[src/hdl/u8sd_pkg.sv]
package u8sd_pkg;

    localparam int OFFSET_WIDTH = 16;
    localparam int CP_WIDTH     = 21;
    localparam int OUT_OFF_W    = 16;

    localparam logic [OFFSET_WIDTH-1:0] OFFSET_MAX = {OFFSET_WIDTH{1'b1}};

    typedef enum logic [1:0] {
        ST_OK        = 2'd0,
        ST_BAD_LEAD  = 2'd1,
        ST_TRUNCATED = 2'd2
    } status_t;

    typedef struct packed {
        logic [7:0] data_byte;
        logic       last_byte;
    } in_beat_t;

    typedef struct packed {
        logic [CP_WIDTH-1:0]  code_point;
        logic [OUT_OFF_W-1:0] char_offset;
        status_t              status;
        logic                 end_of_string;
    } out_beat_t;

    // Sequence length of a lead byte; zero marks an invalid lead.
    function automatic logic [2:0] lead_length(input logic [7:0] b);
        logic [2:0] len;
        begin
            if (b[7] == 1'b0) begin
                len = 3'd1;
            end
            else if (b[7:6] == 2'b10) begin
                len = 3'd0;
            end
            else if (b[7:5] == 3'b110) begin
                len = 3'd2;
            end
            else if (b[7:4] == 4'b1110) begin
                len = 3'd3;
            end
            else if (b[7:3] == 5'b11110) begin
                len = 3'd4;
            end
            else begin
                len = 3'd0;
            end
            return len;
        end
    endfunction

endpackage

[src/hdl/utf8_stream_decoder.sv]
// Channel  | Handshake                  | Beat
// ---------+----------------------------+---------------------------------------------
// byte     | byte_valid / byte_ready    | byte_data: data_byte, last_byte
// cp       | cp_valid / cp_ready        | cp_data: code_point, char_offset, status, eos
//
// One byte per cycle while the cp beat is not stalled. A byte is held in the input
// register, is decoded against the sequence state, and its code point (if any)
// lands in the result register, which drives cp_valid.
// rst_n clears the sequence state, the offset counter and both valid flags.
// A stalled cp beat holds the pipeline; byte_ready stays high while the input
// register is empty or can advance.
module utf8_stream_decoder
    import u8sd_pkg::*;
(
    input  logic      clk,
    input  logic      rst_n,
    input  logic      byte_valid,
    output logic      byte_ready,
    input  in_beat_t  byte_data,
    output logic      cp_valid,
    input  logic      cp_ready,
    output out_beat_t cp_data
);

    logic                    in_valid_reg;
    in_beat_t                in_beat_reg;
    logic                    out_valid_reg;
    out_beat_t               out_beat_reg;

    logic [1:0]              bytes_pending_reg;
    logic [1:0]              bytes_pending_next;
    logic [CP_WIDTH-1:0]     partial_value_reg;
    logic [CP_WIDTH-1:0]     partial_value_next;
    logic [OFFSET_WIDTH-1:0] lead_offset_reg;
    logic [OFFSET_WIDTH-1:0] lead_offset_next;
    logic [OFFSET_WIDTH-1:0] byte_count_reg;
    logic [OFFSET_WIDTH-1:0] byte_count_next;
    logic                    halted_reg;
    logic                    halted_next;

    logic                    advance;
    logic                    proc;
    logic                    emit;
    out_beat_t               result;
    logic [2:0]              len;
    logic [7:0]              b;

    assign advance    = !out_valid_reg || cp_ready;
    assign proc       = in_valid_reg && advance;
    assign byte_ready = !in_valid_reg || advance;
    assign cp_valid   = out_valid_reg;
    assign cp_data    = out_beat_reg;
    assign b          = in_beat_reg.data_byte;
    assign len        = lead_length(b);

    always_comb
    begin
        bytes_pending_next   = bytes_pending_reg;
        partial_value_next   = partial_value_reg;
        lead_offset_next     = lead_offset_reg;
        halted_next          = halted_reg;
        emit                 = 1'b0;
        result.code_point    = partial_value_reg;
        result.char_offset   = OUT_OFF_W'(lead_offset_reg);
        result.status        = ST_OK;
        result.end_of_string = in_beat_reg.last_byte;

        if (halted_reg)
        begin
            emit = 1'b0;
        end
        else if (bytes_pending_reg != 2'd0)
        begin
            partial_value_next = {partial_value_reg[CP_WIDTH-7:0], b[5:0]};
            bytes_pending_next = bytes_pending_reg - 2'd1;
            result.code_point  = partial_value_next;
            if (bytes_pending_next == 2'd0)
            begin
                emit = 1'b1;
            end
            else if (in_beat_reg.last_byte)
            begin
                emit          = 1'b1;
                result.status = ST_TRUNCATED;
            end
        end
        else
        begin
            lead_offset_next   = byte_count_reg;
            result.char_offset = OUT_OFF_W'(byte_count_reg);
            case (len)
                3'd1:
                begin
                    emit              = 1'b1;
                    result.code_point = CP_WIDTH'(b);
                end
                3'd0:
                begin
                    emit              = 1'b1;
                    halted_next       = 1'b1;
                    result.code_point = CP_WIDTH'(b[6:0]);
                    result.status     = ST_BAD_LEAD;
                end
                default:
                begin
                    partial_value_next = CP_WIDTH'(b & (8'h7F >> len));
                    bytes_pending_next = 2'(len - 3'd1);
                    result.code_point  = partial_value_next;
                    if (in_beat_reg.last_byte)
                    begin
                        emit          = 1'b1;
                        result.status = ST_TRUNCATED;
                    end
                end
            endcase
        end

        if (byte_count_reg != OFFSET_MAX)
        begin
            byte_count_next = byte_count_reg + OFFSET_WIDTH'(1);
        end
        else
        begin
            byte_count_next = byte_count_reg;
        end

        if (in_beat_reg.last_byte)
        begin
            bytes_pending_next = '0;
            partial_value_next = '0;
            lead_offset_next   = '0;
            byte_count_next    = '0;
            halted_next        = 1'b0;
        end
    end

    always_ff @(posedge clk or negedge rst_n)
    begin
        if (!rst_n)
        begin
            in_valid_reg      <= 1'b0;
            out_valid_reg     <= 1'b0;
            bytes_pending_reg <= '0;
            partial_value_reg <= '0;
            lead_offset_reg   <= '0;
            byte_count_reg    <= '0;
            halted_reg        <= 1'b0;
        end
        else
        begin
            if (byte_ready)
            begin
                in_valid_reg <= byte_valid;
            end
            if (advance)
            begin
                out_valid_reg <= proc && emit;
            end
            if (proc)
            begin
                bytes_pending_reg <= bytes_pending_next;
                partial_value_reg <= partial_value_next;
                lead_offset_reg   <= lead_offset_next;
                byte_count_reg    <= byte_count_next;
                halted_reg        <= halted_next;
            end
        end
    end

    always_ff @(posedge clk)
    begin
        if (byte_valid && byte_ready)
        begin
            in_beat_reg <= byte_data;
        end
        if (proc && emit)
        begin
            out_beat_reg <= result;
        end
    end

`ifndef SYNTHESIS
    a_last_clears: assert property (@(posedge clk) disable iff (!rst_n)
        proc && in_beat_reg.last_byte |=>
            bytes_pending_reg == 2'd0 && !halted_reg && byte_count_reg == '0)
        else $error("state not cleared after last byte");

    a_halt_no_pending: assert property (@(posedge clk) disable iff (!rst_n)
        halted_reg |-> bytes_pending_reg == 2'd0)
        else $error("halted with bytes pending");

    a_bad_lead_halts: assert property (@(posedge clk) disable iff (!rst_n)
        proc && emit && result.status == ST_BAD_LEAD && !in_beat_reg.last_byte |=>
            halted_reg)
        else $error("bad lead byte did not halt decoding");

    a_halted_silent: assert property (@(posedge clk) disable iff (!rst_n)
        proc && halted_reg |-> !emit)
        else $error("result emitted while halted");
`endif

endmodule

[config.mk]
export PLATFORM = sky130hd
export DESIGN_NAME = utf8_stream_decoder
export DESIGN_NICKNAME = d
export VERILOG_FILES = /design/src/hdl/u8sd_pkg.sv /design/src/hdl/utf8_stream_decoder.sv
export SDC_FILE = /design/constraint.sdc
export NUM_CORES = 1
export LEC_CHECK = 0
export ABC_AREA = 1
export BUFFER_PORTS_ARGS = -buffer_cell sky130_fd_sc_hd__buf_2
export CELL_PAD_IN_SITES_DETAIL_PLACEMENT = 0
export CELL_PAD_IN_SITES_GLOBAL_PLACEMENT = 2
export CORE_MARGIN = 4
export CORE_UTILIZATION = 36
export CTS_CLUSTER_SIZE = 40
export DETAILED_ROUTE_END_ITERATION = 16
export GPL_TIMING_DRIVEN = 0
export PLACE_DENSITY = 0.78
export SLEW_MARGIN = 20
export SYNTH_ARGS = -nofsm -noshare
export SYNTH_HDL_FRONTEND = slang
export SYNTH_SLANG_ARGS = --single-unit
[constraint.sdc]
create_clock -name clk -period 3.4 [get_ports clk]
set_input_delay 0.34 -clock clk [delete_from_list [all_inputs] [get_ports clk]]
set_output_delay 0.34 -clock clk [all_outputs]
set_load 0.01 [all_outputs]
==> impl_results.md, run 1 <==
* PD cells at 782 nW/µm²
* Worst-path cell chain: nand2_1 -> o21ai_0 -> inv_1 -> ha_1 -> o211ai_2 -> nand3_1 -> nand2_1 -> inv_2 -> buf_12
* Worst vdd ir at 0.000292 V
* Slew Limit Fails at 0
* First-pass GRT wire length at 20,700 µm
* Detail Route Antenna Nets at 0
* Hold path cells at 1
* Worst slew pin tran at 0.611 ns
* Layout area overhead at 16.7%
* Syn Nets at 579
* CTS buffer count at 9
* Reg2reg start: b[5]
* Die Area at 16,000 µm²
* Total grt overflow at 0
* Non-Filler Instances at 815
* Leakage at 0.00249 µW
* TNS Setup at 0 ns
* Most frequent cells in the layout: nand2_1, o21ai_0, inv_1
* Hold WS at 0.165 ns
* Synth top area share at 29.1%
* DRC violations left at 0
* RSZ-0062 raised after global routing: no
* Cell Area, Placed at 5590 µm²
* Synth area leaders: edfxtp_1, dfrtp_1, o21ai_0
* Finished Core Util at a little over two fifths
* Commonest non-fill, non-tap cell in the layout: nand2_1
* Syn. warnings at 0
* GRT Total Usage at 16.4%
* CTS Sinks at 107
* Routability cong. at 0.858
* Setup crit end kind: flip-flop
* Post-Syn Area at ~5100 µm²
* Fmax at 415 MHz
* Design area at 5900 µm²
* Post-DP HPWL at between 9000 and 10,000 µm
* Crit path DAT at 2.50 ns
* Placed Cells at roughly 800
* # IOs at 55
* WHS Endpoint: b[3]
* Status: finished, final reports clean
* Starting density of the core at ~37%
* Area leader, netlist: edfxtp_1
* Period utilization at 70.9%
* Die X-Extent at 126 µm
* Worst EP required at 3.49 ns
* Synth Instances at about 560
* Fraction of layout cells with a size suffix above 1 at about 16%
* Largest net degree at the start of global routing at 39
* CP Launch Point: b[5]
* FP Rows at 43
* Max Cap Viol at 0
* Worst rel slew slack at 59.2%
* Final setup violation count at 0
* Vias in the first global route at 3,770
* Core area at between 10,000 and 15,000 µm²
* Final #Nets at between 600 and 700
* Die height at 126 µm
* Via count at 4,002
* Worst reg2reg path depth at 9
* Slowest cell on crit path: edfxtp_1
* Max incr delay on CP at between 0.4 and 0.5 ns
* # diodes at 0
* Clk Latency, worst-skew pair at 0.35 ns
* Setup bufs post-CTS at 0
* Worst clock skew at 0.00497 ns
* I/O Buffers at 54
* FF+latch count, synth at ~110
* Routed length per placed instance at around 16 µm
* Hold_sp: byte_data[4]
* Aggregate routed wire length at about 13,000 µm
* WS Path Type: flip-flop to flip-flop
* Clock transition at path regs at 0.07 ns
* CP most frequent cell: nand2_1
* Hold WC Path Type: input port to flip-flop
* Detailed Routing Iterations Pass 1 at 7
* Cell variety after synth at 30
* Fill cell count at approximately 1,400
* Crit-path max FO at 38
* First DRT Iteration DRCs at 359
* Worst reg2reg setup slack at 0.99 ns
* Reg2reg end: cp_data[14]
* Syn Area/Cell at 8.99 µm²
* CTS root buf: clkbuf_16
* CTS max path bufs at 2
* Max FFs per register at 40
* CTS tree: done
* Minimum clock period at around 2.4 ns
* Vias per inst at 4.91
* Seq/Total Area, Yosys at 57.9%
* H-tree depth at 3
* Final Hold Violating Endpoints at 0
* Initial antenna violation count at 0
* CP Launch Type: flip-flop
==> report_power, final <==
part	switching, µW	internal, µW	leakage (µW)	total, µW
Combinational	1120	461	0.00109	1580
Sequential	167	1800	0.00126	1970
Clock	469	596	0.000144	1060
Total	1750	2860	0.00249	4610
==> per-layer routing <==
metal,GRT usage (%),up-vias,share of wire [%],wire length (µm)
met5,0,-,0,0
met2,24.2,89,44,5610
met4,5.62,0,1.5,194
met3,2.65,12,3.9,504
met1,24.6,1897,51,6570
li1,-,2004,-,-
==> per-stage QoR <==
step / total power [µW] / setup slack, ns
2_1_floorplan: 2930 / 0.886
3_3_place_gp: 3570 / 0.192
3_5_place_dp: 3600 / 1.00
4_1_cts: 4670 / 0.990
5_1_grt: 4930 / 0.740
6_report: 4610 / 0.989
==> synth_stat cells <==
cell type / count
buf_2: 4
a31oi_1: 1
o21a_1: 1
nand2_4: 2
nor2_4: 3
a211oi_1: 1
ha_1: 4
or2_2: 1
edfxtp_1: 49
nand4_1: 11
buf_1: 3
o21ai_2: 6
nor2_2: 2
inv_1: 61
o211ai_2: 1
clkbuf_2: 1
o21ai_1: 5
nand2_2: 4
inv_2: 3
o21ai_0: 96
nand2_1: 128
dfrtp_1: 58
clkbuf_1: 12
a21oi_1: 3
nor2_1: 43
o211a_1: 1
xor2_1: 6
a22oi_1: 2
nand3_1: 48
buf_6: 2
==> how the worst max path moves through the flow <==
stage / end / slack, ns / cells past startpoint
2_1_floorplan: cp_data[0] / 0.89 / 7
3_5_place_dp: cp_data[16] / 1.00 / 9
4_1_cts: cp_data[14] / 0.99 / 9
5_1_grt: cp_data[27] / 0.74 / 9
6_report: cp_data[14] / 0.99 / 9
3_3_place_gp: cp_data[16] / 0.19 / 7
==> logic make-up (layout without fill, tap and decap cells) <==
family	count (synthesis)	after routing	share of synthesized area, %
buffers and inverters	86	159	6.81
and+or+nand+nor	242	242	20.8
adders and majority gates	4	4	0.991
AOI/OAI and AO/OA	117	117	12.5
xor gates and xnor gates	6	6	1.04
DFF	107	107	57.9
==> layout make-up <==
cell class                 instances  area (µm²)  share of cell area (%)
clock inverter                     3        47.5                   0.806
buffer                            22         104                    1.76
inverter                          64         240                    4.07
timing repair buffer              57         323                    5.47
clock buffer                      13         250                    4.24
tap                              180         225                    3.82
multi-input combinational        369        1790                    30.3
sequential                       107        2920                    49.6
==> critical path, delay by kind of cell (launching register included) <==
family	cells	cell delay, ns
adder cells (fa/ha/maj)	1	0.27
AO/OA/AOI/OAI	2	0.68
AND/OR/NAND/NOR	3	0.32
flip-flops	1	0.47
buffers and inverters	3	0.37
==> repair_timing <==
action                    in CTS  in global routing
hold endpoints to repair      26                  0
hold buffers                   1                  0
resized for setup              0                  0
Power figures use the tool's default switching activity.
==> run 2: changes to the inputs <==
Clock period 3.4 ns to 2.5 ns, I/O delays scaled along.
==> run 2 against run 1 <==
Against the previous run: register-to-register slack worse by 0.82 ns; clock power grew 37%; combinational power rose by 42%; critical path type unchanged; highest routed layer unchanged; core utilization is 0.48 points higher.
==> impl_results.md, run 2 (same netlist as run 1, synthesis figures left out) <==
* Status: finished, final reports clean
* CTS Sinks at 107
* Post-DP HPWL at slightly above 9000 µm
* Total grt overflow at 0
* Reg2reg start: b[5]
* Die X-Extent at 126 µm
* CTS buffer count at 9
* Clock power share at a little under a quarter
* WHS Endpoint: b[2]
* FP Rows at 43
* Worst clock skew at 0.0104 ns
* Die Area at 16,000 µm²
* Die height at 126 µm
* Slew Limit Fails at 0
* Aggregate routed wire length at 13,300 µm
* PD cells at 1070 nW/µm²
* Max FFs per register at 40
* Vias in the first global route at between 3,000 and 4,000
* Initial antenna violation count at 0
* Core area at 13,800 µm²
* Largest net degree at the start of global routing at 31
* WS Path Type: flip-flop to flip-flop
* Worst vdd ir at 0.000420 V
* CP Launch Type: flip-flop
* Minimum clock period at around 2.3 ns
* # IOs at 55
* Fmax at 430 MHz
* GRT Total Usage at 16.9%
* Hold WC Path Type: input port to flip-flop
* Setup crit end kind: flip-flop
* Switching pwr at 2470 µW
* Fill cell count at 1,374
* Final setup violation count at 0
* First DRT Iteration DRCs at 314
* Leakage at 0.00251 µW
* Worst slew pin tran at 0.631 ns
* Sw Share at 38.8%
* Placed Cells at 797
* Worst rel slew slack at 57.9%
* I/O Buffers at 54
* Sequential share of power at 42.1%
* Crit path DAT at 2.43 ns
* Starting density of the core at 36.5%
* Final #Nets at 655
* Commonest non-fill, non-tap cell in the layout: nand2_1
* CTS root buf: clkbuf_16
* Fraction of layout cells with a size suffix above 1 at 17.4%
* H-tree depth at 3
* Power share of the combinational group at 35.2%
* Detailed Routing Iterations Pass 1 at 5
* Worst EP required at 2.60 ns
* Vias per inst at 4.99
* Period utilization at 93.1%
* Hold path cells at 1
* # diodes at 0
* DRC violations left at 0
* Final worst slack at 0.172 ns
* RSZ-0062 raised after global routing: no
* CTS tree: done
* Layout area overhead at 18.1%
* Reg2reg end: cp_data[1]
* Detail Route Antenna Nets at 0
* Final Hold Violating Endpoints at 0
* DP Worst Slack at -0.572 ns
* Worst reg2reg setup slack at 0.17 ns
* Via count at 4,108
* Routability cong. at between 0.8 and 0.9
* Worst reg2reg path depth at 9
* Non-Filler Instances at 823
* Routed length per placed instance at 16.1 µm
* Crit-path max FO at 10
* Clock transition at path regs at approximately 0.08 ns
* Multi-input gate area at 1800 µm²
* First-pass GRT wire length at 21,300 µm
* Internal at 3890 µW
* CTS max path bufs at 2
* Most frequent cells in the layout: nand2_1, o21ai_0, inv_1
* Reg area at roughly 2900 µm²
* Max Cap Viol at 0
* Clk Latency, worst-skew pair at roughly 0.35 ns
* Hold_sp: byte_data[3]
## run 2: repair_timing
action | CTS | global route
gates cloned | 3 | 0
hold endpoints to repair | 29 | 0
hold buffers | 1 | 0
buffers inserted | 6 | 0
gates resized for setup | 4 | 2
pin swaps | 0 | 0
setup endpoints to repair | 40 | 40
## run 2: per-stage QoR
step                setup TNS [ns]  power (µW)  util (%)  instance area, µm²  hold slack (ns)
floorplan                        0        3990         -                5060          -0.0456
global placement            -21.57        4850      40.2                5550            0.429
detailed placement          -22.61        4890      40.3                5570            0.226
CTS                              0        6430      43.1                5960           0.0654
global route                     0        6780      43.1                5960           0.0663
finish                           0        6370      43.1                5960           0.0759
## run 2: final cells by class
class,count,share of cell area (%)
Timing Repair Buffer,62,5.83
Tap cell,180,3.78
Inverter,64,4.09
Clock buffer,9,3.78
Buffer,22,1.74
Clock inverter,7,1.28
Sequential cell,107,49.0
Multi-Input combinational cell,369,30.1
Timing Repair inverter,3,0.378
## run 2: worst max path at each step
| stage | from | cells after the start | end |
|---|---|---|---|
| detailed placement | b[5] | 8 | cp_data[12] |
| global placement | b[5] | 8 | cp_data[13] |
| global route | b[5] | 9 | cp_data[19] |
| CTS | b[5] | 9 | cp_data[24] |
| finish | b[5] | 9 | cp_data[1] |
| floorplan | b[5] | 8 | cp_data[0] |
## run 2: critical path, cell delays in order, from the launching register on
cell and delay, ns:
edfxtp_1 0.49, nand2_1 0.10, o21ai_2 0.20, inv_1 0.07, ha_1 0.26, o211ai_2 0.29
nand3_1 0.17, nand2_4 0.21, clkinvlp_4 0.10, buf_4 0.19
## run 2: routing by layer
metal  global-route usage, %  up-vias  wire, µm
li1                        -     2019         -
met1                    25.9     1976      6730
met2                    24.8       98      5870
met3                    2.15       15       496
met4                    5.43        0       182
met5                       0        -         0
## run 2: power by group through the flow
stage                     clock [µW]  combinational, µW  sequential (µW)
after global placement             0               2150             2700
after floorplan                    0               1180             2820
final                           1450               2240             2680
after CTS                       1480               2270             2680
after global routing            1550               2500             2730
after detailed placement           0               2170             2720
==> run 3: changes to the inputs <==
Settings changed: CELL_PAD_IN_SITES_DETAIL_PLACEMENT 0 to 2, RECOVER_POWER from default to 100.
==> run 3 against run 2 <==
Against the previous run: the run now ends with capacitance limit, slew limit left; core utilization decreased by 0.25 points; final area decreased by 0.59%; highest routed layer unchanged; clock skew decreased by 0.0020 ns.
==> impl_results.md, run 3 (same netlist as run 1, synthesis figures left out) <==
* Worst-path cell chain: o21ai_2 -> inv_1 -> ha_1 -> o211ai_4 -> nand3_1 -> nand2_4 -> clkinvlp_4 -> buf_4
* Vias per inst at roughly 5.2
* Met2 usage at between 30 and 40%
* Final Hold Violating Endpoints at 0
* Die Area at roughly 16,000 µm²
* Clk Latency, worst-skew pair at ~0.36 ns
* Routed length per placed instance at 20.2 µm
* Largest delay share family, worst path: compound AO/OA/AOI/OAI gates
* Cell Area, Placed at between 5000 and 6000 µm²
* Total design power at 6550 µW
* Most frequent cells in the layout: nand2_1, o21ai_0, inv_1, clkbuf_1, dfrtp_1
* WP buf/inv at 3
* Fraction of layout cells with a size suffix above 1 at 10.1%
* Violated checks: capacitance limit, slew limit
* Slowest cell on crit path: edfxtp_1
* Vias in the first global route at 4,859
* Starting density of the core at around 37%
* Commonest non-fill, non-tap cell in the layout: nand2_1
* CTS buffer count at 9
* Max Cap Viol at 1
* Worst vdd ir at 0.000449 V
* Layout area overhead at 17.4%
* Initial antenna violation count at 0
* Setup crit end kind: flip-flop
* Hold WS at ~0.063 ns
* Worst clock skew at around 0.0084 ns
* Clock transition at path regs at approximately 0.070 ns
* Minimum clock period at 2.34 ns
* Core area at 13,800 µm²
* CTS root buf: clkbuf_16
* Crit path DAT at between 2 and 2.5 ns
* FP Rows at 43
* Largest net degree at the start of global routing at 31
* Post-DP HPWL at 11,700 µm
* Final #Nets at 658
* Period utilization at 93.5%
* Worst slew pin tran at roughly 1.8 ns
* Detailed Routing Iterations Pass 1 at 4
* Worst EP required at 2.62 ns
* Max incr delay on CP at 0.51 ns
* CTS Sinks at 107
* Worst reg2reg setup slack at 0.16 ns
* Slew Limit Fails at 30
* CTS tree: done
* Max FFs per register at 40
* Final worst slack at between 0.15 and 0.2 ns
* Reg area at 2920 µm²
* Fmax at 428 MHz
* First-pass GRT wire length at ~27,000 µm
* Design area at 5930 µm²
* Hold WC Path Type: input port to flip-flop
* GRT Total Usage at 21.6%
* # IOs at 55
* Leakage at 0.00240 µW
* Die X-Extent at between 100 and 150 µm
* Finished Core Util at a little over two fifths
* WS Path Type: flip-flop to flip-flop
* Worst rel slew slack at -21.7%
* # diodes at 0
* H-tree depth at 3
* Aggregate routed wire length at 16,700 µm
* Total grt overflow at 0
* Fill cell count at roughly 1,600
* Detail Route Antenna Nets at 0
* Die height at 126 µm
* I/O Buffers at 54
* Routability cong. at ~0.86
* Met1 global-route usage at between 20 and 30%
* Multi-input gate area at 1790 µm²
* CP Launch Type: flip-flop
* Final setup violation count at 0
* Via count at 4,310
* Met3 Usage GRT at 3.66%
* First DRT Iteration DRCs at roughly 240
* DRC violations left at 0
* CTS max path bufs at 2
* Status: finished with violations
* Layer with the highest usage: met2
* Crit-path max FO at 6
* DP Worst Slack at -0.674 ns
* PD cells at 1110 nW/µm²
run 3: cell types whose count changed in the layout (fill, tap and decap cells not counted), sizes merged:
cell / before / now
clkinvlp: 6 / 5
clkbuf: 22 / 72
buf: 70 / 27
inv: 64 / 63
clkinv: 3 / 1
run 3: path summary, 6_finish.rpt:
| path | start | end | cells past startpoint |
|---|---|---|---|
| worst max-delay path | b[4] | cp_data[23] | 8 |
| worst min-delay path | byte_data[3] | b[2] | 1 |
| worst max register to register | b[4] | cp_data[23] | 8 |
| worst min register to register | in_beat_reg[0] | cp_data[0] | 0 |
| max in group asynchronous | rst_n | lead_offset_reg[1] | 2 |
| min in group asynchronous | rst_n | lead_offset_reg[5] | 2 |
run 3: stage by stage:
step | instances | TNS (ns)
after floorplan | 562 | 0
after detailed placement | 797 | -26.73
after CTS | 824 | 0
after global routing | 826 | -0.0751
after global placement | 796 | -21.57
final | 826 | 0
run 3: layer usage:
layer  routed length [µm]  vias up  part of all wire, %
met4                  200        0                  1.2
met2                 8310       63                   50
met5                    0        -                    0
met1                 7650     2211                   46
li1                     -     2021                    -
met3                  513       15                  3.1
run 3: what timing repair did:
item / CTS / global route
endpoints found under the setup margin: 40 / 49
setup buffers: 7 / 2
endpoints found under the hold margin: 29 / 0
hold buffers: 1 / 0
gates resized for setup: 5 / 2
gates cloned: 3 / 0
run 3: power by group:
group          total [µW]  switching (µW)  internal [µW]
sequential           2720             270           2450
combinational        2330            1720            610
clock                1500             666            836
run 3: area by class of cell:
class,count,share of cell area (%)
Buffer,22,1.71
Tap cell,180,3.80
Timing Repair inverter,3,0.380
Clock buffer,13,4.39
Timing Repair Buffer,65,5.30
Clock inverter,3,0.781
Multi-Input combinational cell,369,30.2
Sequential cell,107,49.3
Inverter,64,4.11
run 3: worst register-to-register path, stage by stage, from the launching register on:
cell	delay (ns)
edfxtp_1	0.51
o21ai_2	0.28
inv_1	0.07
ha_1	0.29
o211ai_4	0.25
nand3_1	0.16
nand2_4	0.21
clkinvlp_4	0.14
buf_4	0.18
